**src/sv/hdlf_pkg.sv**
```systemverilog
package hdlf_pkg;

	localparam int BYTES_PER_LINE = 16;
	localparam int OFFSET_BITS    = 32;
	localparam int OFS_DIGITS     = ((OFFSET_BITS + 3) / 4 > 8) ? (OFFSET_BITS + 3) / 4 : 8;
	localparam int DIG_BITS       = 4 * OFS_DIGITS;
	localparam int FILL_W         = $clog2(BYTES_PER_LINE + 1);
	localparam int IDX_W          = $clog2(BYTES_PER_LINE);
	localparam int CNT_MAX        = (OFS_DIGITS > BYTES_PER_LINE) ? OFS_DIGITS : BYTES_PER_LINE;
	localparam int CNT_W          = $clog2(CNT_MAX);

	localparam logic [7:0] CH_SPACE = 8'h20;
	localparam logic [7:0] CH_COLON = 8'h3A;
	localparam logic [7:0] CH_DOT   = 8'h2E;
	localparam logic [7:0] CH_NL    = 8'h0A;
	localparam logic [7:0] PRINT_LO = 8'd32;
	localparam logic [7:0] PRINT_HI = 8'd126;

	typedef enum logic [3:0] {
		ST_IDLE,
		ST_OFS,
		ST_COLON,
		ST_SPACE,
		ST_HEXHI,
		ST_HEXLO,
		ST_BSPC,
		ST_PAD,
		ST_ASCII,
		ST_NL
	} state_t;

	typedef enum logic [2:0] {
		SEL_OFS,
		SEL_COLON,
		SEL_SPACE,
		SEL_HEXHI,
		SEL_HEXLO,
		SEL_TEXT,
		SEL_NL
	} csel_t;

	typedef struct packed {
		logic  load;
		logic  emit;
		logic  last;
		csel_t sel;
		logic  commit;
		logic  fill_clr;
		logic  cnt_clr;
		logic  cnt_inc;
		logic  cnt_fill;
		logic  sub_clr;
		logic  sub_inc;
	} dp_cmd_t;

	typedef struct packed {
		logic out_free;
		logic fill_zero;
		logic fill_odd;
		logic fill_last;
		logic fill_full;
		logic ofs_done;
		logic pad_done;
		logic grp_done;
		logic text_done;
	} dp_stat_t;

	function automatic logic [7:0] hex_glyph(input logic [3:0] nib);
		logic [7:0] wide;
		wide = {4'b0000, nib};
		return (nib < 4'd10) ? (8'h30 + wide) : (8'h37 + wide);
	endfunction

endpackage

```
**src/sv/hdlf_byte_if.sv**
```systemverilog
interface hdlf_byte_if;
	logic       valid;
	logic       ready;
	logic       mode;
	logic [7:0] data_byte;

	modport source (output valid, output mode, output data_byte, input ready);
	modport sink (input valid, input mode, input data_byte, output ready);
endinterface

```
**src/sv/hdlf_char_if.sv**
```systemverilog
interface hdlf_char_if;
	logic       valid;
	logic       ready;
	logic [7:0] out_char;
	logic       run_last;

	modport source (output valid, output out_char, output run_last, input ready);
	modport sink (input valid, input out_char, input run_last, output ready);
endinterface

```
**src/sv/hdlf_ctrl.sv**
```systemverilog
module hdlf_ctrl (
	input  logic              clk,
	input  logic              arst_n,
	input  logic              in_valid,
	input  logic              in_mode,
	output logic              in_ready,
	input  hdlf_pkg::dp_stat_t stat,
	output hdlf_pkg::dp_cmd_t  cmd
);

	hdlf_pkg::state_t state_q;
	hdlf_pkg::state_t state_d;

	always_ff @(posedge clk or negedge arst_n) begin
		if (!arst_n) begin
			state_q <= hdlf_pkg::ST_IDLE;
		end else begin
			state_q <= state_d;
		end
	end

	assign in_ready = (state_q == hdlf_pkg::ST_IDLE);

	always_comb begin
		state_d = state_q;
		cmd     = '0;
		cmd.sel = hdlf_pkg::SEL_SPACE;
		unique case (state_q)
			hdlf_pkg::ST_IDLE: begin
				if (in_valid) begin
					if (!in_mode) begin
						cmd.load = 1'b1;
						if (stat.fill_zero) begin
							cmd.cnt_clr = 1'b1;
							state_d     = hdlf_pkg::ST_OFS;
						end else begin
							state_d = hdlf_pkg::ST_HEXHI;
						end
					end else if (!stat.fill_zero) begin
						cmd.cnt_fill = 1'b1;
						cmd.sub_clr  = 1'b1;
						state_d      = hdlf_pkg::ST_PAD;
					end
				end
			end
			hdlf_pkg::ST_OFS: begin
				cmd.sel = hdlf_pkg::SEL_OFS;
				if (stat.out_free) begin
					cmd.emit = 1'b1;
					if (stat.ofs_done) begin
						state_d = hdlf_pkg::ST_COLON;
					end else begin
						cmd.cnt_inc = 1'b1;
					end
				end
			end
			hdlf_pkg::ST_COLON: begin
				cmd.sel = hdlf_pkg::SEL_COLON;
				if (stat.out_free) begin
					cmd.emit = 1'b1;
					state_d  = hdlf_pkg::ST_SPACE;
				end
			end
			hdlf_pkg::ST_SPACE: begin
				cmd.sel = hdlf_pkg::SEL_SPACE;
				if (stat.out_free) begin
					cmd.emit = 1'b1;
					state_d  = hdlf_pkg::ST_HEXHI;
				end
			end
			hdlf_pkg::ST_HEXHI: begin
				cmd.sel = hdlf_pkg::SEL_HEXHI;
				if (stat.out_free) begin
					cmd.emit = 1'b1;
					state_d  = hdlf_pkg::ST_HEXLO;
				end
			end
			hdlf_pkg::ST_HEXLO: begin
				cmd.sel = hdlf_pkg::SEL_HEXLO;
				if (stat.out_free) begin
					cmd.emit   = 1'b1;
					cmd.commit = 1'b1;
					if (stat.fill_odd) begin
						state_d = hdlf_pkg::ST_BSPC;
					end else if (stat.fill_last) begin
						cmd.cnt_clr = 1'b1;
						state_d     = hdlf_pkg::ST_ASCII;
					end else begin
						cmd.last = 1'b1;
						state_d  = hdlf_pkg::ST_IDLE;
					end
				end
			end
			hdlf_pkg::ST_BSPC: begin
				cmd.sel = hdlf_pkg::SEL_SPACE;
				if (stat.out_free) begin
					cmd.emit = 1'b1;
					if (stat.fill_full) begin
						cmd.cnt_clr = 1'b1;
						state_d     = hdlf_pkg::ST_ASCII;
					end else begin
						cmd.last = 1'b1;
						state_d  = hdlf_pkg::ST_IDLE;
					end
				end
			end
			hdlf_pkg::ST_PAD: begin
				cmd.sel = hdlf_pkg::SEL_SPACE;
				if (stat.out_free) begin
					cmd.emit = 1'b1;
					if (stat.grp_done) begin
						cmd.sub_clr = 1'b1;
						if (stat.pad_done) begin
							cmd.cnt_clr = 1'b1;
							state_d     = hdlf_pkg::ST_ASCII;
						end else begin
							cmd.cnt_inc = 1'b1;
						end
					end else begin
						cmd.sub_inc = 1'b1;
					end
				end
			end
			hdlf_pkg::ST_ASCII: begin
				cmd.sel = hdlf_pkg::SEL_TEXT;
				if (stat.out_free) begin
					cmd.emit = 1'b1;
					if (stat.text_done) begin
						state_d = hdlf_pkg::ST_NL;
					end else begin
						cmd.cnt_inc = 1'b1;
					end
				end
			end
			hdlf_pkg::ST_NL: begin
				cmd.sel = hdlf_pkg::SEL_NL;
				if (stat.out_free) begin
					cmd.emit     = 1'b1;
					cmd.last     = 1'b1;
					cmd.fill_clr = 1'b1;
					state_d      = hdlf_pkg::ST_IDLE;
				end
			end
			default: begin
				state_d = hdlf_pkg::ST_IDLE;
			end
		endcase
	end

endmodule

```
**src/sv/hdlf_dpath.sv**
```systemverilog
module hdlf_dpath (
	input  logic               clk,
	input  logic               arst_n,
	input  logic [7:0]         data_byte,
	input  hdlf_pkg::dp_cmd_t  cmd,
	output hdlf_pkg::dp_stat_t stat,
	output logic               out_valid,
	input  logic               out_ready,
	output logic [7:0]         out_char,
	output logic               run_last
);

	logic [7:0]                       byte_q;
	logic [hdlf_pkg::OFFSET_BITS-1:0] ofs_q;
	logic [hdlf_pkg::FILL_W-1:0]      fill_q;
	logic [hdlf_pkg::CNT_W-1:0]       cnt_q;
	logic [1:0]                       sub_q;
	logic [7:0]                       text_q [hdlf_pkg::BYTES_PER_LINE];
	logic                             out_valid_q;
	logic [7:0]                       out_char_q;
	logic                             out_last_q;

	logic [hdlf_pkg::DIG_BITS-1:0] ofs_ext;
	logic [hdlf_pkg::CNT_W-1:0]    dig_idx;
	logic [3:0]                    ofs_nib;
	logic [7:0]                    shown;
	logic [7:0]                    char_d;
	logic [hdlf_pkg::CNT_W:0]      cnt_next;

	assign ofs_ext  = hdlf_pkg::DIG_BITS'(ofs_q);
	assign dig_idx  = hdlf_pkg::CNT_W'(hdlf_pkg::OFS_DIGITS - 1) - cnt_q;
	assign ofs_nib  = ofs_ext[dig_idx*4 +: 4];
	assign shown    = (byte_q >= hdlf_pkg::PRINT_LO && byte_q <= hdlf_pkg::PRINT_HI)
	                  ? byte_q : hdlf_pkg::CH_DOT;
	assign cnt_next = {1'b0, cnt_q} + 1'b1;

	always_comb begin
		unique case (cmd.sel)
			hdlf_pkg::SEL_OFS:   char_d = hdlf_pkg::hex_glyph(ofs_nib);
			hdlf_pkg::SEL_COLON: char_d = hdlf_pkg::CH_COLON;
			hdlf_pkg::SEL_SPACE: char_d = hdlf_pkg::CH_SPACE;
			hdlf_pkg::SEL_HEXHI: char_d = hdlf_pkg::hex_glyph(byte_q[7:4]);
			hdlf_pkg::SEL_HEXLO: char_d = hdlf_pkg::hex_glyph(byte_q[3:0]);
			hdlf_pkg::SEL_TEXT:  char_d = text_q[cnt_q[hdlf_pkg::IDX_W-1:0]];
			hdlf_pkg::SEL_NL:    char_d = hdlf_pkg::CH_NL;
			default:             char_d = hdlf_pkg::CH_SPACE;
		endcase
	end

	always_ff @(posedge clk or negedge arst_n) begin
		if (!arst_n) begin
			ofs_q       <= '0;
			fill_q      <= '0;
			cnt_q       <= '0;
			sub_q       <= '0;
			out_valid_q <= 1'b0;
		end else begin
			if (cmd.commit) begin
				ofs_q  <= ofs_q + 1'b1;
				fill_q <= fill_q + 1'b1;
			end else if (cmd.fill_clr) begin
				fill_q <= '0;
			end
			if (cmd.cnt_clr) begin
				cnt_q <= '0;
			end else if (cmd.cnt_fill) begin
				cnt_q <= hdlf_pkg::CNT_W'(fill_q);
			end else if (cmd.cnt_inc) begin
				cnt_q <= cnt_next[hdlf_pkg::CNT_W-1:0];
			end
			if (cmd.sub_clr) begin
				sub_q <= '0;
			end else if (cmd.sub_inc) begin
				sub_q <= sub_q + 2'd1;
			end
			if (cmd.emit) begin
				out_valid_q <= 1'b1;
			end else if (out_ready) begin
				out_valid_q <= 1'b0;
			end
		end
	end

	always_ff @(posedge clk) begin
		if (cmd.load) begin
			byte_q <= data_byte;
		end
		if (cmd.commit) begin
			text_q[fill_q[hdlf_pkg::IDX_W-1:0]] <= shown;
		end
		if (cmd.emit) begin
			out_char_q <= char_d;
			out_last_q <= cmd.last;
		end
	end

	assign stat.out_free  = !out_valid_q || out_ready;
	assign stat.fill_zero = (fill_q == '0);
	assign stat.fill_odd  = fill_q[0];
	assign stat.fill_last = (fill_q == hdlf_pkg::FILL_W'(hdlf_pkg::BYTES_PER_LINE - 1));
	assign stat.fill_full = (fill_q == hdlf_pkg::FILL_W'(hdlf_pkg::BYTES_PER_LINE));
	assign stat.ofs_done  = (cnt_q == hdlf_pkg::CNT_W'(hdlf_pkg::OFS_DIGITS - 1));
	assign stat.pad_done  = (cnt_q == hdlf_pkg::CNT_W'(hdlf_pkg::BYTES_PER_LINE - 1));
	assign stat.grp_done  = (sub_q == (cnt_q[0] ? 2'd2 : 2'd1));
	assign stat.text_done = (cnt_next == (hdlf_pkg::CNT_W + 1)'(fill_q));

	assign out_valid = out_valid_q;
	assign out_char  = out_char_q;
	assign run_last  = out_last_q;

endmodule

```
**src/sv/hex_dump_line_formatter_core.sv**
```systemverilog
// Hex dump formatter: each request on byte_stream is a data byte or an end-of-stream
// flush; the text comes out on char_stream one character per cycle unless char_stream
// stalls, run_last on the final character of each request. Every request is first taken
// in, then its characters are written out. A data byte gives two hex digits and
// a space after odd positions, 10 more characters when it opens a line (8 offset digits,
// ':' and ' '), and 17 more when it closes a 16-byte line (ASCII column and newline), so
// a full line of 16 bytes costs 67 characters. A flush of a line holding n bytes gives
// the padding (2 or 3 spaces per missing position) plus n + 1 characters; a flush of an
// empty line gives nothing. The single output register paces the text: the sequencer
// writes one character into it per cycle and stalls while char_stream holds it. A new
// request is taken as soon as the last character of the previous one is in that
// register.
module hex_dump_line_formatter_core (
	input  logic        clk,
	input  logic        arst_n,
	hdlf_byte_if.sink   byte_stream,
	hdlf_char_if.source char_stream
);

	hdlf_pkg::dp_cmd_t  cmd;
	hdlf_pkg::dp_stat_t stat;

	hdlf_ctrl u_ctrl (
		.clk      (clk),
		.arst_n   (arst_n),
		.in_valid (byte_stream.valid),
		.in_mode  (byte_stream.mode),
		.in_ready (byte_stream.ready),
		.stat     (stat),
		.cmd      (cmd)
	);

	hdlf_dpath u_dpath (
		.clk       (clk),
		.arst_n    (arst_n),
		.data_byte (byte_stream.data_byte),
		.cmd       (cmd),
		.stat      (stat),
		.out_valid (char_stream.valid),
		.out_ready (char_stream.ready),
		.out_char  (char_stream.out_char),
		.run_last  (char_stream.run_last)
	);

endmodule

```
**src/flat_wrapper.sv**
```systemverilog
// flat-port wrapper written by rule: the top's interface ports become plain ports
module hex_dump_line_formatter_core_flat 
  (clk, arst_n, byte_stream_valid, byte_stream_mode, byte_stream_data_byte, byte_stream_ready, char_stream_valid, char_stream_out_char, char_stream_run_last, char_stream_ready);
  hdlf_byte_if byte_stream_i ();
  hdlf_char_if char_stream_i ();
  input  logic clk;
  input  logic arst_n;
  input wire logic [$bits(byte_stream_i.valid)-1:0] byte_stream_valid;
  input wire logic [$bits(byte_stream_i.mode)-1:0] byte_stream_mode;
  input wire logic [$bits(byte_stream_i.data_byte)-1:0] byte_stream_data_byte;
  output wire logic [$bits(byte_stream_i.ready)-1:0] byte_stream_ready;
  output wire logic [$bits(char_stream_i.valid)-1:0] char_stream_valid;
  output wire logic [$bits(char_stream_i.out_char)-1:0] char_stream_out_char;
  output wire logic [$bits(char_stream_i.run_last)-1:0] char_stream_run_last;
  input wire logic [$bits(char_stream_i.ready)-1:0] char_stream_ready;
  assign byte_stream_i.valid = byte_stream_valid;
  assign byte_stream_i.mode = byte_stream_mode;
  assign byte_stream_i.data_byte = byte_stream_data_byte;
  assign byte_stream_ready = byte_stream_i.ready;
  assign char_stream_valid = char_stream_i.valid;
  assign char_stream_out_char = char_stream_i.out_char;
  assign char_stream_run_last = char_stream_i.run_last;
  assign char_stream_i.ready = char_stream_ready;
  hex_dump_line_formatter_core u_core (.clk(clk), .arst_n(arst_n), .byte_stream(byte_stream_i), .char_stream(char_stream_i));
endmodule
```
**config.mk**
```make
export PLATFORM = sky130hd
export DESIGN_NAME = hex_dump_line_formatter_core_flat
export DESIGN_NICKNAME = d
export VERILOG_FILES = /design/src/sv/hdlf_pkg.sv /design/src/sv/hdlf_byte_if.sv /design/src/sv/hdlf_char_if.sv /design/src/sv/hdlf_ctrl.sv /design/src/sv/hdlf_dpath.sv /design/src/sv/hex_dump_line_formatter_core.sv /design/src/flat_wrapper.sv
export SDC_FILE = /design/constraint.sdc
export NUM_CORES = 1
export LEC_CHECK = 0
export ABC_AREA = 0
export BUFFER_PORTS_ARGS = -buffer_cell sky130_fd_sc_hd__buf_2
export CELL_PAD_IN_SITES_DETAIL_PLACEMENT = 0
export CELL_PAD_IN_SITES_GLOBAL_PLACEMENT = 1
export CORE_ASPECT_RATIO = 0.8
export CORE_MARGIN = 4
export CORE_UTILIZATION = 55
export CTS_BUF_LIST = sky130_fd_sc_hd__clkbuf_2 sky130_fd_sc_hd__clkbuf_4 sky130_fd_sc_hd__clkbuf_8
export CTS_CLUSTER_SIZE = 16
export DETAILED_ROUTE_END_ITERATION = 12
export GPL_TIMING_DRIVEN = 0
export PLACE_DENSITY_LB_ADDON = 0.1
export REMOVE_ABC_BUFFERS = 1
export SLEW_MARGIN = 10
export SYNTH_ARGS = -nofsm -noshare
export SYNTH_HDL_FRONTEND = slang
export SYNTH_SLANG_ARGS = --single-unit
```
**constraint.sdc**
```tcl
create_clock -name clk -period 2.9 [get_ports clk]
set_input_delay 0.29 -clock clk [delete_from_list [all_inputs] [get_ports clk]]
set_output_delay 0.29 -clock clk [all_outputs]
set_load 0.02 [all_outputs]
```
== Yosys cells after proc, flatten, opt, wreduce, memory -nomap -nowiden ==
Memory sizes are Yosys's and may differ from the RTL's.
Index checks and enable logic that the tools add are counted.

* Register bits after elaboration: 65
* RAM bits: 128
* Input bits: 13
* Output and inout bits: 11
* Memories: 1

{| class="wikitable"
|+ Memories
! memory !! depth !! bits a word !! read ports !! clocked after memory_dff !! wr ports !! RTL line !! text
|-
| u_core.u_dpath.text_q || 16 || 8 || 1 || 0 || 1 || hdlf_dpath.sv:18 || <nowiki>logic [7:0] text_q [hdlf_pkg::BYTES_PER_LINE];</nowiki>
|}

* Add/sub/neg operators: 11
* Magnitude comparators: 5
* Equal/unequal tests: 35
* Shift-type cells: 1
* Mux-type cells: 80
* Reduce and logical (&&, ||, !) cells: 12

{| class="wikitable"
|+ Operator list
! kind !! count
|-
| two-way mux 4 bit || 22
|-
| one-hot mux 8 bit (6 select lines) || 1
|-
| adder 6 x 4 -> 7 bit, first input constant || 6
|-
| one-hot mux 4 bit (10 select lines) || 1
|-
| adder 32 x 1 -> 32 bit, second input constant || 1
|-
| variable part select 32 x 7 -> 4 bit || 1
|-
| two-way mux 1 bit || 31
|-
| != test 2 x 1 -> 1 bit, second input constant || 13
|-
| two-way mux 2 bit || 12
|-
| two-way mux 7 bit || 3
|-
| == test 4 x 3 -> 1 bit, second input constant || 5
|-
| one-hot mux 3 bit (6 select lines) || 1
|-
| AND reduction 15 bit || 1
|-
| == test 4 bit, second input constant || 3
|-
| < comparator 4 bit, second input constant || 3
|-
| two-way mux 5 bit || 2
|-
| == test 3 bit, second input constant || 3
|-
| == test 4 x 2 -> 1 bit, second input constant || 2
|-
| greater-or-equal comparator 8 x 6 -> 1 bit, second input constant || 1
|-
| <= comparator 8 x 7 -> 1 bit, second input constant || 1
|-
| two-way mux 8 bit || 1
|-
| one-hot mux 1 bit (4 select lines) || 2
|-
| one-hot mux 1 bit (3 select lines) || 2
|-
| nonzero test 2 bit || 3
|-
| 23 further kinds || 23
|}

== Logic depth before layout (Yosys ltp) ==
Gate-level depths: netlist of the first run.

* Depth after elaboration: 8
* Depth in mapped cells: 9
* Gate-level depth less buffers: 8

== Cells and area by module ==
Synthesis of the first run repeated with hierarchy kept, for this count alone.

* Cells, all modules: 623
* Area, all modules: 9033.7 µm²

{| class="wikitable"
|+ Modules (own cells, without submodules)
! module !! times used !! cells an instance !! area each (µm²) !! seq. area each (µm²)
|-
| hdlf_dpath || 1 || 548 || 8426.8 || 5455.2
|-
| hdlf_ctrl || 1 || 75 || 606.8 || 100.1
|}

== Worst setup path before layout of the first run ==
Ideal clock, no wire load.

* Path type: register -> register
* From: register u_core.u_dpath.out_valid_q, in the netlist u_core.u_dpath.out_valid
* To: memory u_core.u_dpath.text_q[1][0], enable pin
* Setup time: 398 ps
* Data arrival time: 2085 ps
* Required time: 2502 ps
* Path slack: 417 ps
* Stages on the path, launching flop included: 6
* Buffers on the path: 2
* Clock period less this slack: 2483 ps
* Cell sequence: dfrtp_1 > nand2b_1 > clkbuf_1 > nand2_1 > clkbuf_1 > nor4b_1

* Cells in the longest elaborated chain, start to end: 6

{| class="wikitable"
|+ RTL lines
! item !! RTL line !! text
|-
| start, declared || hdlf_dpath.sv:19 || <nowiki>logic out_valid_q;</nowiki>
|-
| start signal, assigned || hdlf_dpath.sv:56 || <nowiki>out_valid_q <= 1'b0;</nowiki>
|-
| start signal, assigned || hdlf_dpath.sv:77 || <nowiki>out_valid_q <= 1'b1;</nowiki>
|-
| start signal, assigned || hdlf_dpath.sv:79 || <nowiki>out_valid_q <= 1'b0;</nowiki>
|-
| logical NOT 1 bit || hdlf_dpath.sv:97 || <nowiki>assign stat.out_free = !out_valid_q || out_ready;</nowiki>
|-
| logical OR 1 bit || hdlf_dpath.sv:97 ||
|-
| two-way mux 1 bit || hdlf_ctrl.sv:80 || <nowiki>if (stat.out_free) begin</nowiki>
|-
| two-way mux 1 bit || hdlf_ctrl.sv:28 || <nowiki>unique case (state_q)</nowiki>
|-
| two-way mux 1 bit || hdlf_dpath.sv:88 || <nowiki>if (cmd.commit) begin</nowiki>
|-
| two-way mux 1 bit (implied by the code) || hdlf_dpath.sv:89 || <nowiki>text_q[fill_q[hdlf_pkg::IDX_W-1:0]] <= shown;</nowiki>
|-
| end, declared || hdlf_dpath.sv:18 ||
|}

No other way between the ends.

== Final worst setup path of the first run ==
* From: register u_core.u_ctrl.state_q[1]
* To: memory u_core.u_dpath.text_q[7][2], enable pin

* Cells in the longest elaborated chain, start to end: 4

{| class="wikitable"
|+ RTL lines
! item !! RTL line !! text
|-
| start, declared || hdlf_ctrl.sv:11 || <nowiki>hdlf_pkg::state_t state_q;</nowiki>
|-
| start signal, assigned || hdlf_ctrl.sv:16 || <nowiki>state_q <= hdlf_pkg::ST_IDLE;</nowiki>
|-
| start signal, assigned || hdlf_ctrl.sv:18 || <nowiki>state_q <= state_d;</nowiki>
|-
| == test 4 x 3 -> 1 bit || hdlf_ctrl.sv:28 ||
|-
| two-way mux 1 bit || hdlf_ctrl.sv:28 ||
|-
| two-way mux 1 bit || hdlf_dpath.sv:88 ||
|-
| two-way mux 1 bit (implied by the code) || hdlf_dpath.sv:89 ||
|}

No other way between the ends.

==> metrics list, run 1 <==
- Counting flops with a built-in enable in the synthesized netlist gives roughly 150.
- Post-route total power: between 8000 and 9000 uW
* Sort of element at the start of the critical path: register
* Outcome: finished clean
- On the worst path, the slowest cell contributes a delay of ~680 ps.
* Final cell count without fillers: about 900
* Area occupied by multi-input gates: between 3000 and 4000 sq um
* Total grt overflow: 0
- Dividing the detail-routed wire length by the instance count gives 22.71 microns.
- Wire length after detailed routing: between 20,000 and 25,000 microns
* Row cnt: between 40 and 50
- Footprint of the flip-flops and latches: around 5600 sq um
* Routability-driven placement congestion ratio: approximately 0.87
- N_diodes: 0
* Post-Route Hold Slack: 204.7 ps
- Synth warn: 0
- CORE AREA: roughly 16,000 sq um
- The filler cells instantiated in the layout total roughly 1,200.
* Number of antenna violations at the first check in global routing: 0
- After legalization and detailed placement, the total HPWL measured 13,450 microns.
* Worst Skew: approximately 21 ps
* Clock insertion delay at the later pin of the skew report: between 400 and 500 ps
- Period minus WS final: around 2800 ps
- Count of clock tree sinks: 193
* Global-route wire length before repair: 32,110 microns
- For the worst setup path, the data required time is roughly 3000 ps.
* Total I/O pin count: 24
* Routed via count divided by cell count: between 6 and 7
- Number of buffers added on ports: 23
* Cell-by-cell listing of the critical path: and4bb_2 -> nand2_2 -> nor3b_1 -> and2_1
- H-tree depth: 4
* Fraction of layout cells with a size suffix above 1: 0.1841
- On the critical path the largest part of the delay comes from simple AND/OR/NAND/NOR gates.
- Number of library cell types mapped by synthesis: between 60 and 70
- Entering global routing, the biggest net connects between 40 and 50 pins.
- Syn_area_per_cell: around 15 sq um
* Effective utilization at floorplan: 0.5704
- Detailed-route via count: between 5,000 and 6,000
- Critical-path top delay cell: sky130_fd_sc_hd__dfrtp_1
* Final hold vios: 0
- GRT Resource Usage Total: 0.2283
* Die Outline Area: roughly 19,000 sq um
* Ys async rst share: 0.2487
* Violation count after the first detailed-route iteration: approximately 530
* Setup violations, final: 0
- Number of buffers created by CTS: 17
* Power Dens Cells: about 800 nW/um^2
- Based on the critical path, the design can be clocked at up to 0.3590 GHz.
- For flop-to-flop paths, the worst setup slack is 110 ps.
- STA classifies the critical path endpoint as a register.
* Placed cell count: around 850
- The tree is rooted in a sky130_fd_sc_hd__clkbuf_8.
- Slew at the pin with the worst max-slew slack: ~1000 ps
- Max-cap violations: 0
- The longest clock path from root to sink contains 2 buffers.
- At the end of the flow, the number of nets in the layout was 692.
* Die X: about 150 microns
- Dividing the final minimum period by the clock period gives 0.9604.
- TritonCTS built the clock tree.
- The number of buffers and inverters on the critical path is 0.
- Max-slew violation total from the final report: 0
- Synthesis inferred approximately 190 register bits.
- STA puts the critical path data arrival time at around 2900 ps.
- RSZ-0062 raised after global routing: true
* DRC violations left: 0
* Count of antenna-violating nets left after detailed routing: 0
* Leakage power total: ~0.0035 uW
* Gate Count Post-Synth: approximately 630
- The area growth from synthesis to layout is 9.795%.
- Measured along the y axis, the die boundary spans 123.4 microns.
- Summing every instance area after synthesis gives 9159 sq um.
- Before antenna repair, the detailed router went through 5 iterations.
- Primary flip-flop cell chosen by synthesis mapping: sky130_fd_sc_hd__edfxtp_1
* Via count of the first global-routing pass: 5,338
* Critical path class: reg -> reg
* Class of the most critical hold timing path: in -> reg
* Final core utilization: 0.6263
- Max transition margin: 0.3054
* Share of synthesized area occupied by flip-flops and latches: 0.6066
- After clock tree synthesis, the clock-pin slew on the worst setup and hold paths is between 100 and 150 ps.
- Along the worst path, the maximum fanout reaches 23.
* Peak supply drop: 0.3513 mV
## synthesized netlist by cell type, types with 7 or more instances
cell type	n	share of area
sky130_fd_sc_hd__ha_1	13	0.018
sky130_fd_sc_hd__o21ai_0	23	0.013
sky130_fd_sc_hd__xnor2_1	30	0.029
sky130_fd_sc_hd__edfxtp_1	145	0.48
sky130_fd_sc_hd__nand4_1	11	0.0075
sky130_fd_sc_hd__dfrtp_1	48	0.13
sky130_fd_sc_hd__a21oi_1	18	0.0098
sky130_fd_sc_hd__buf_6	7	0.0086
sky130_fd_sc_hd__nor2_1	21	0.0086
sky130_fd_sc_hd__and2_1	9	0.0061
sky130_fd_sc_hd__buf_2	11	0.0060
sky130_fd_sc_hd__inv_1	15	0.0061
sky130_fd_sc_hd__nor2b_1	7	0.0048
sky130_fd_sc_hd__nand2b_1	8	0.0055
sky130_fd_sc_hd__mux4_1	13	0.037
sky130_fd_sc_hd__and3_1	11	0.0075
sky130_fd_sc_hd__nand2_1	56	0.023
sky130_fd_sc_hd__clkbuf_1	12	0.0049
sky130_fd_sc_hd__xor2_1	11	0.011
sky130_fd_sc_hd__mux4_2	34	0.084
sky130_fd_sc_hd__and4_1	8	0.0077
sky130_fd_sc_hd__nand3_1	20	0.011
sky130_fd_sc_hd__nor3_1	9	0.0049
## sequential cells by signal, summed over array words and instances, names as in the netlist
register and cells:
u_core.u_ctrl.state_q 4, u_core.u_dpath.out_valid 1, u_core.u_dpath.text_q 128, u_core.u_dpath.byte_q 8, u_core.u_dpath.sub_q 2, u_core.u_dpath.cnt_q 4, u_core.u_dpath.fill_q 5, u_core.u_dpath.run_last 1
u_core.u_dpath.ofs_ext 32, u_core.u_dpath.out_char 8
## cell families after synthesis
| group | count (synthesis) | share of synthesized area |
|---|---|---|
| flops | 193 | 0.6066 |
| simple gates | 184 | 0.1096 |
| compound gates | 94 | 0.07132 |
| buf+inv | 54 | 0.03320 |
| mux | 48 | 0.1220 |
| xor+xnor | 41 | 0.03921 |
| fa+ha+maj | 13 | 0.01776 |
| other cells | 1 | 0.0004094 |
## report_power, final
part	total (uW)	internal, uW	switching (uW)	leakage (uW)
Sequential	3690	3250	443	0.00194
Combinational	2510	1100	1410	0.00136
Clock	1840	862	977	0.000202
Total	8040	5210	2830	0.00351
## through the flow
step / worst slack [ps] / instance area (sq um) / TNS [ps]
after floorplan: -687.8 / 8967 / -6394
after global placement: -1745 / 9351 / -49570
after detailed placement: -172.6 / 9458 / -6839
after CTS: 1.783 / 10000 / 0
after global routing: -32.80 / 10060 / -32.80
final: 114.8 / 10060 / 0
## layer usage
metal / GRT usage / part of all wire / vias to the layer above
met4: 0.05334 / 0.012 / 0
li1: - / - / 2507
met3: 0.04934 / 0.068 / 21
met2: 0.3335 / 0.45 / 203
met1: 0.3555 / 0.47 / 2860
met5: 0 / 0 / -
## final cells by class
class | instances | area share
sequential | 193 | 0.5534
multi-input combinational | 396 | 0.3404
timing repair buffer | 43 | 0.03223
tap | 215 | 0.02675
clock buffer | 17 | 0.02327
clock inverter | 15 | 0.01829
inverter | 15 | 0.005599
## worst register-to-register path, stage by stage, from the launching register on
cell and delay [ps]:
sky130_fd_sc_hd__dfrtp_1 680, sky130_fd_sc_hd__and4bb_2 550, sky130_fd_sc_hd__nand2_2 260, sky130_fd_sc_hd__nor3b_1 420, sky130_fd_sc_hd__and2_1 520
## path summary, 6_finish.rpt
check / from / endpoint / cells past startpoint
min in group asynchronous: arst_n / u_core.u_dpath.cnt_q[2]$_DFFE_PN0P_ / 2
worst min register to register: u_core.u_dpath.ofs_ext[8]$_DFFE_PN0P_ / u_core.u_dpath.ofs_ext[8]$_DFFE_PN0P_ / 1
worst min-delay path: char_stream_ready / u_core.u_dpath.run_last$_DFFE_PP_ / 3
worst max-delay path: u_core.u_ctrl.state_q[1]$_DFFE_PN0P_ / u_core.u_dpath.text_q[7][2]$_DFFE_PP_ / 4
max in group asynchronous: arst_n / u_core.u_dpath.cnt_q[0]$_DFFE_PN0P_ / 2
worst max register to register: u_core.u_ctrl.state_q[1]$_DFFE_PN0P_ / u_core.u_dpath.text_q[7][2]$_DFFE_PP_ / 4
## cells in the final DEF, fill, tap and decap left out, drive strengths merged, types with 16 or more instances in the layout
| master | count |
|---|---|
| nand3 | 20 |
| o21ai | 25 |
| conb | 16 |
| dfrtp | 48 |
| clkbuf | 17 |
| edfxtp | 145 |
| inv | 18 |
| mux4 | 47 |
| a21oi | 18 |
| xnor2 | 30 |
| nor2 | 21 |
| buf | 34 |
| nand2 | 56 |
## repair_timing
item / CTS / global route
cloned: 0 / 0
endpoints found under the hold margin: 8 / 48
resized for setup: 7 / 7
buffers inserted: 2 / 3
endpoints found under the setup margin: 73 / 97
hold buffers: 8 / 1
No activity file was read; power rests on OpenSTA's default activity.
==> run 2: changes to the inputs <==
--- a/config.mk
+++ b/config.mk
@@ -11,8 +11,8 @@
 export CELL_PAD_IN_SITES_GLOBAL_PLACEMENT = 1
 export CORE_ASPECT_RATIO = 0.8
 export CORE_MARGIN = 4
-export CORE_UTILIZATION = 55
-export CTS_BUF_LIST = sky130_fd_sc_hd__clkbuf_2 sky130_fd_sc_hd__clkbuf_4 sky130_fd_sc_hd__clkbuf_8
+export CORE_UTILIZATION = 40
+export CTS_BUF_LIST = sky130_fd_sc_hd__clkbuf_4
 export CTS_CLUSTER_SIZE = 16
 export DETAILED_ROUTE_END_ITERATION = 12
 export GPL_TIMING_DRIVEN = 0
==> metrics list, run 2 (synthesized netlist as in run 1, its figures left out) <==
* H-tree depth: 4 (unchanged)
* Period minus WS final: 2757 ps (was 2785 ps)
- The final period utilization came to 0.9506 (was 0.9604).
- Violation count after the first detailed-route iteration: 499 (was 525)
- Row cnt: 49 (was 41)
* GRT Resource Usage Total: 0.1782 (was 0.2283)
* Arrival time of the worst setup path: 3290 ps (was 2880 ps)
- Power share of the combinational group: 0.323 (was 0.313)
- The power spent charging and discharging nets is 2977 uW (was 2832 uW).
* Max-cap violations: 0 (unchanged)
* Critical path class: reg -> reg (unchanged)
- Final hold vios: 0 (unchanged)
- Proportion of total power due to net switching: 0.3811 (was 0.3520)
- CORE AREA: 22,500 sq um (was 16,060 sq um)
- The number of sinks driven by the clock tree was 193 (unchanged).
- Outcome: finished clean (unchanged).
- The number of fillers in the final layout is 2,037 (was 1,222).
- The via density per instance came to 5.555 (was 6.254).
- Flip-flop count of the largest register, all copies and words added: 128 (unchanged)
- The footprint of the flip-flops and latches was 5570 sq um (was 5565 sq um).
* Largest net degree at the start of global routing: 49 (unchanged)
- Setup crit end kind: register (unchanged)
- Die Outline Area: 25,400 sq um (was 18,790 sq um)
* Area occupied by multi-input gates: 3402 sq um (was 3423 sq um)
* Routed wire length per instance: 21.87 microns (was 22.71 microns)
- Worst Skew: 25.73 ps (was 20.71 ps)
* Area added between synthesis and finish: 9.713% (was 9.795%)
- The final-report setup violation count was 0 (unchanged).
- The count of buffer and inverter cells on the critical path was 1 (was 0).
* Sort of element at the start of the critical path: register (unchanged)
- Wire length after detailed routing: 21,560 microns (was 20,300 microns)
- The number of pins exceeding their max-slew limit in the final report came to 0 (unchanged).
- The initial antenna violation count was 2 (was 0).
- The final hold slack was 75.30 ps (was 204.7 ps).
- The number of nets with antenna violations after detailed routing is 0 (unchanged).
* Max transition margin: 0.2632 (was 0.3054)
- The leakage power was 0.003451 uW (was 0.003505 uW).
* Portion of total power attributed to sequential cells: 0.478 (was 0.459)
* Critical-path top delay cell: sky130_fd_sc_hd__dfrtp_4 (was sky130_fd_sc_hd__dfrtp_1)
- Class of the most critical hold timing path: in -> reg (unchanged)
- The achievable clock frequency came to 0.3627 GHz (was 0.3590 GHz).
- CTS clock-pin slew for the worst setup and hold paths: 180 ps (was 110 ps)
- Slew at the pin with the worst max-slew slack: 1090 ps (was 1036 ps)
- The longest individual stage delay on the worst path was 550 ps (was 680 ps).
* Routability-driven placement congestion ratio: 0.8080 (was 0.8652)
* HPWL after detailed placement: 14,540 microns (was 13,450 microns)
* CTS tree: done (unchanged)
- The chip height was 143.3 microns (was 123.4 microns).
- The number of nets in the layout came to 692 (unchanged).
- The TritonCTS buffer count was 17 (unchanged).
- Number of buffers added on ports: 23 (unchanged)
- The final total negative setup slack is 0 ps (unchanged).
- Clock insertion delay at the later pin of the skew report: 600 ps (was 470 ps)
* Dominant delay contributor by cell family on the critical path: compound AO/OA/AOI/OAI gates (was simple AND/OR/NAND/NOR gates)
- Peak supply drop: 0.3368 mV (was 0.3513 mV)
- Commonest non-fill, non-tap cell in the layout: sky130_fd_sc_hd__edfxtp_1 (unchanged)
* Total grt overflow: 0 (unchanged)
- The ratio of total power to cell area is 777.4 nW/um^2 (was 800.0 nW/um^2).
- RSZ-0062 raised after global routing: false (was true)
- Data required time of the critical path: 3430 ps (was 3000 ps)
- Total I/O pin count: 24 (unchanged)
- Via count of the first global-routing pass: 5,501 (was 5,338)
- The proportion of power drawn by the clock network was 0.199 (was 0.229).
* Detailed-route via count: 5,477 (was 5,591)
- Internal power: 4835 uW (was 5213 uW)
- The DRC violations left is 0 (unchanged).
* Fraction of layout cells with a size suffix above 1: 0.1885 (was 0.1841)
- Most frequent cells in the layout: sky130_fd_sc_hd__edfxtp_1 (145), sky130_fd_sc_hd__nand2_1 (56), sky130_fd_sc_hd__dfrtp_1 (40) (was sky130_fd_sc_hd__edfxtp_1 (145), sky130_fd_sc_hd__nand2_1 (55), sky130_fd_sc_hd__dfrtp_1 (44)).
- Maximum clock insertion buffer count: 2 (unchanged)
- Drt first pass iters: 5 (unchanged)
- Clk Tree Root Cell: sky130_fd_sc_hd__clkbuf_4 (was sky130_fd_sc_hd__clkbuf_8)
- The width of the die is 177.2 microns (was 152.3 microns).
- Critical-path maximum fanout: 7 (was 23)
- Effective utilization at floorplan: 0.4071 (was 0.5704)
- The global-route wire length before repair was 33,620 microns (was 32,110 microns).
* Cell-by-cell listing of the critical path: buf_4 -> ha_1 -> xor2_1 -> o32a_1 -> a2111oi_4 -> o32ai_2 -> or4_1 -> nand3_1 (was and4bb_2 -> nand2_2 -> nor3b_1 -> and2_1)
-- run 2: metrics by stage --
| stage | instances | total power (uW) | setup slack [ps] | cell area [sq um] | util |
|---|---|---|---|---|---|
| after detailed placement | 939 | 6238 | -185.2 | 9572 | 0.4254 |
| after global routing | 986 | 8250 | 28.14 | 10050 | 0.4466 |
| final | 986 | 7812 | 143.1 | 10050 | 0.4466 |
| after global placement | 933 | 6179 | -1912 | 9465 | 0.4207 |
| after floorplan | 604 | 5309 | -687.8 | 8967 | - |
| after CTS | 985 | 7871 | 11.77 | 10030 | 0.4456 |
-- run 2: path summary, 6_finish.rpt --
path,start,to,slack (ps),cells past startpoint
max,u_core.u_dpath.cnt_q[0]$_DFFE_PN0P_,u_core.u_dpath.cnt_q[2]$_DFFE_PN0P_,140,8
min,byte_stream_mode,u_core.u_ctrl.state_q[0]$_DFFE_PN0P_,80,3
max reg2reg,u_core.u_dpath.cnt_q[0]$_DFFE_PN0P_,u_core.u_dpath.cnt_q[2]$_DFFE_PN0P_,140,8
min reg2reg,u_core.u_dpath.ofs_ext[25]$_DFFE_PN0P_,u_core.u_dpath.ofs_ext[25]$_DFFE_PN0P_,500,1
max in group asynchronous,arst_n,u_core.u_dpath.cnt_q[1]$_DFFE_PN0P_,2180,2
min in group asynchronous,arst_n,u_core.u_dpath.sub_q[1]$_DFFE_PN0P_,220,2
-- run 2: area by class of cell --
cell class / count / area share
Clock buffer: 17 / 0.01270
Timing Repair Buffer: 43 / 0.03150
Antenna cell: 1 / 0.0002490
Tap cell: 306 / 0.03810
Inverter: 15 / 0.005977
Sequential cell: 193 / 0.5544
Multi-Input combinational cell: 396 / 0.3386
Clock inverter: 15 / 0.01855
-- run 2: per-layer routing --
| layer | global-route usage | wire, microns | up-vias |
|---|---|---|---|
| li1 | - | - | 2502 |
| met1 | 0.2811 | 10800 | 2823 |
| met2 | 0.2609 | 9675 | 134 |
| met3 | 0.02788 | 921 | 16 |
| met4 | 0.04233 | 157 | 2 |
| met5 | 0 | 13 | - |
-- run 2: power by group through the flow --
stage	Sequential (uW)	Clock [uW]	Combinational (uW)
after floorplan	3820	0	1490
after global placement	3980	0	2200
after detailed placement	3850	0	2390
after CTS	3720	1600	2540
after global routing	3790	1730	2740
final	3740	1550	2520
-- run 2: timing repair --
action / 4_1_cts / 5_1_grt
gates resized for setup: 5 / 9
cloned: 0 / 0
setup buffers: 5 / 0
endpoints found under the hold margin: 56 / 0
setup endpoints to repair: 104 / 99
hold buffers: 9 / 0
-- run 2: tightest hold or removal path, cell delays in order --
cell and delay [ps]:
sky130_fd_sc_hd__buf_2 150, sky130_fd_sc_hd__a32oi_1 70, sky130_fd_sc_hd__o21ai_0 130
==> run 3: changes to the inputs <==
--- a/config.mk
+++ b/config.mk
@@ -9,7 +9,6 @@
 export BUFFER_PORTS_ARGS = -buffer_cell sky130_fd_sc_hd__buf_2
 export CELL_PAD_IN_SITES_DETAIL_PLACEMENT = 0
 export CELL_PAD_IN_SITES_GLOBAL_PLACEMENT = 1
-export CORE_ASPECT_RATIO = 0.8
 export CORE_MARGIN = 4
 export CORE_UTILIZATION = 40
 export CTS_BUF_LIST = sky130_fd_sc_hd__clkbuf_4
==> metrics list, run 3 (synthesized netlist as in run 1, its figures left out) <==
* Proportion of total power due to net switching: 0.3666 (was 0.3811)
* Die Outline Area: 25,380 sq um (was 25,400 sq um)
* Clk Tree Root Cell: sky130_fd_sc_hd__clkbuf_4 (unchanged)
- The via count of the first global-routing pass was 5,566 (was 5,501).
- The starting density of the core came to 0.4058 (was 0.4071).
* Area added between synthesis and finish: 9.016% (was 9.713%)
* Total grt overflow: 0 (unchanged)
- Max-cap violations: 0 (unchanged)
- The final period utilization is 0.9474 (was 0.9506).
* Setup violations, final: 0 (unchanged)
- The overall power of the completed layout came to 7694 uW (was 7812 uW).
* Critical-path maximum fanout: 11 (was 7)
- Final hold vios: 0 (unchanged)
- The slowest cell on the critical path was sky130_fd_sc_hd__or4b_1 (was sky130_fd_sc_hd__dfrtp_4).
- The number of H-tree levels came to 4 (unchanged).
- Max Freq: 0.3640 GHz (was 0.3627 GHz)
- Max transition margin: 0.3299 (was 0.2632)
- Cell-by-cell listing of the critical path: inv_1 -> ha_1 -> or4b_1 -> xnor2_1 -> nor2_1 -> nor2_1 -> a32oi_1 -> nand3_1 (was buf_4 -> ha_1 -> xor2_1 -> o32a_1 -> a2111oi_4 -> o32ai_2 -> or4_1 -> nand3_1).
- The placed wire-length estimate after detailed placement came to 14,280 microns (was 14,540 microns).
- Fin Setup TNS: 0 ps (unchanged)
- Wire length after detailed routing: 20,870 microns (was 21,560 microns)
- The clock insertion delay at the later pin of the skew report came to 570 ps (was 600 ps).
- Detailed-route via count: 5,407 (was 5,477)
- The transition time at the pin with the least slew margin was 999.7 ps (was 1090 ps).
* Count of antenna-violating nets left after detailed routing: 0 (unchanged)
- Max-slew violation total from the final report: 0 (unchanged)
* Arrival time of the worst setup path: 3210 ps (was 3290 ps)
- Routability-driven placement congestion ratio: 0.7942 (was 0.8080)
- The count of buffer and inverter cells on the critical path is 1 (unchanged).
- The chip height came to 159.3 microns (was 143.3 microns).
- Placed cell count: 917 (was 939)
- The sequential cell fraction of total power was 0.481 (was 0.478).
* Post-Layout Inst Area: 9985 sq um (was 10,050 sq um)
- The highest ir drop seen on vdd was 0.3157 mV (was 0.3368 mV).
- Routed via count divided by cell count: 5.626 (was 5.555)
* Final cell count without fillers: 961 (was 986)
- Internal power: 4873 uW (was 4835 uW)
- Class of the most critical hold timing path: in -> reg (unchanged)
- The time the final worst path needs with I/O delays and setup is 2747 ps (was 2757 ps).
- Leakage power total: 0.003437 uW (was 0.003451 uW)
- Most frequent cells in the layout: sky130_fd_sc_hd__edfxtp_1 (145), sky130_fd_sc_hd__nand2_1 (56), sky130_fd_sc_hd__dfrtp_1 (42) (was sky130_fd_sc_hd__edfxtp_1 (145), sky130_fd_sc_hd__nand2_1 (56), sky130_fd_sc_hd__dfrtp_1 (40)).
- The ratio of total power to cell area is 770.6 nW/um^2 (was 777.4 nW/um^2).
- CTS clock-pin slew for the worst setup and hold paths: 180 ps (about the same)
* Power share of the combinational group: 0.322 (was 0.323)
- Routed wire length per instance: 21.71 microns (was 21.87 microns)
- The number of sinks driven by the clock tree came to 193 (unchanged).
* Total I/O pin count: 24 (unchanged)
- The number of core rows was 55 (was 49).
* Die X: 159.3 microns (was 177.2 microns)
* Outcome: finished clean (unchanged)
* RSZ-0062 raised after global routing: true (was false)
- The number of nets in the layout was 688 (was 692).
- DRC violations left: 0 (unchanged)
- The leading cell type in the layout, fill and taps excluded is sky130_fd_sc_hd__edfxtp_1 (unchanged).
- Number of antenna violations at the first check in global routing: 1 (was 2)
- The required time reported for the critical path endpoint was 3370 ps (was 3430 ps).
- Largest stage delay, worst path: 600 ps (was 550 ps)
* Dominant delay contributor by cell family on the critical path: simple AND/OR/NAND/NOR gates (was compound AO/OA/AOI/OAI gates)
- Sort of element at the start of the critical path: register (unchanged)
- The proportion of power drawn by the clock network came to 0.197 (was 0.199).
- The area of the core region came to 22,570 sq um (was 22,500 sq um).
* CTS tree: done (unchanged)
- Counting stages on the worst path, the most repeated cell is sky130_fd_sc_hd__nor2_1.
- Switching pwr: 2821 uW (was 2977 uW)
- The number of iterations in the first detailed-routing pass was 5 (unchanged).
- The iteration-0 DRC count of the detailed router is 385 (was 499).
* Fraction of layout cells with a size suffix above 1: 0.1911 (was 0.1885)
* Flip-flop count of the largest register, all copies and words added: 128 (unchanged)
- The global-route wire length before repair was 32,930 microns (was 33,620 microns).
- Post-detailed-placement cell area: 9545 sq um (was 9572 sq um)
- The TritonCTS buffer count is 17 (unchanged).
* Setup crit end kind: register (unchanged)
- Critical path class: reg -> reg (unchanged)
- Largest net degree at the start of global routing: 49 (unchanged)
- The final hold slack was 78.99 ps (was 75.30 ps).
- The number of input and output port buffers inserted is 23 (unchanged).
- Worst Skew: 30.94 ps (was 25.73 ps)
- Maximum clock insertion buffer count: 2 (unchanged)
- GRT Resource Usage Total: 0.1681 (was 0.1782)
==> run 3: cell count changes in the layout (fill, tap and decap cells not counted), sizes merged <==
cell      delta
clkinvlp     -1
buf          -4
bufinv       +1
clkinv       -2
inv          +1
clkbuf       +1
==> run 3: metrics by stage <==
step | worst slack [ps] | util
global placement | -1722 | 0.4182
finish | 152.6 | 0.4424
global route | -13.99 | 0.4424
CTS | 24.22 | 0.4409
detailed placement | -173.8 | 0.4229
floorplan | -687.8 | -
==> run 3: path summary, 6_finish.rpt <==
kind                       depth (start not counted)                                    from  slack [ps]                                     end
setup / recovery                                   8    u_core.u_dpath.fill_q[0]$_DFFE_PN0P_         150     u_core.u_dpath.cnt_q[2]$_DFFE_PN0P_
hold / removal                                     3                        byte_stream_mode          80    u_core.u_ctrl.state_q[0]$_DFFE_PN0P_
setup reg to reg                                   8    u_core.u_dpath.fill_q[0]$_DFFE_PN0P_         150     u_core.u_dpath.cnt_q[2]$_DFFE_PN0P_
hold reg to reg                                    1  u_core.u_dpath.ofs_ext[31]$_DFFE_PN0P_         490  u_core.u_dpath.ofs_ext[31]$_DFFE_PN0P_
max in group asynchronous                          2                                  arst_n        2140     u_core.u_dpath.cnt_q[1]$_DFFE_PN0P_
min in group asynchronous                          2                                  arst_n         250     u_core.u_dpath.sub_q[1]$_DFFE_PN0P_
==> run 3: area by class of cell <==
type                       instances  area [sq um]
antenna                            1         2.502
clock buffer                      18         135.1
clock inverter                    14         153.9
fill                            2036         12590
inverter                          15         60.06
multi-input combinational        396          3418
sequential                       193          5568
tap                              285         356.6
timing repair buffer              39         290.3
==> run 3: power by group through the flow <==
stage                     Combinational (uW)  Clock, uW  Sequential (uW)
after detailed placement                2380          0             3820
final                                   2480       1520             3700
after global placement                  2160          0             3980
after global routing                    2700       1690             3750
after floorplan                         1490          0             3820
after CTS                               2470       1570             3720
==> run 3: metal layers <==
| layer | wire (microns) | up-vias | GRT usage |
|---|---|---|---|
| met1 | 9988 | 2806 | 0.2461 |
| met3 | 730 | 12 | 0.03132 |
| li1 | - | 2499 | - |
| met4 | 159 | 0 | 0.03550 |
| met5 | 0 | - | 0 |
| met2 | 9988 | 90 | 0.2651 |
==> run 3: what timing repair did <==
item                       4_1_cts  5_1_grt
hold buffers                     9        0
hold endpoints to repair        56        0
pin swaps                        0        0
setup buffers                    1        1
setup endpoints to repair      127      124
resized for setup                9       10
==> run 3: worst register-to-register path: stages (launching register included) <==
cell and delay, ps:
sky130_fd_sc_hd__dfrtp_1 590, sky130_fd_sc_hd__inv_1 220, sky130_fd_sc_hd__ha_1 290, sky130_fd_sc_hd__or4b_1 600, sky130_fd_sc_hd__xnor2_1 180, sky130_fd_sc_hd__nor2_1 260, sky130_fd_sc_hd__nor2_1 170, sky130_fd_sc_hd__a32oi_1 250
sky130_fd_sc_hd__nand3_1 110
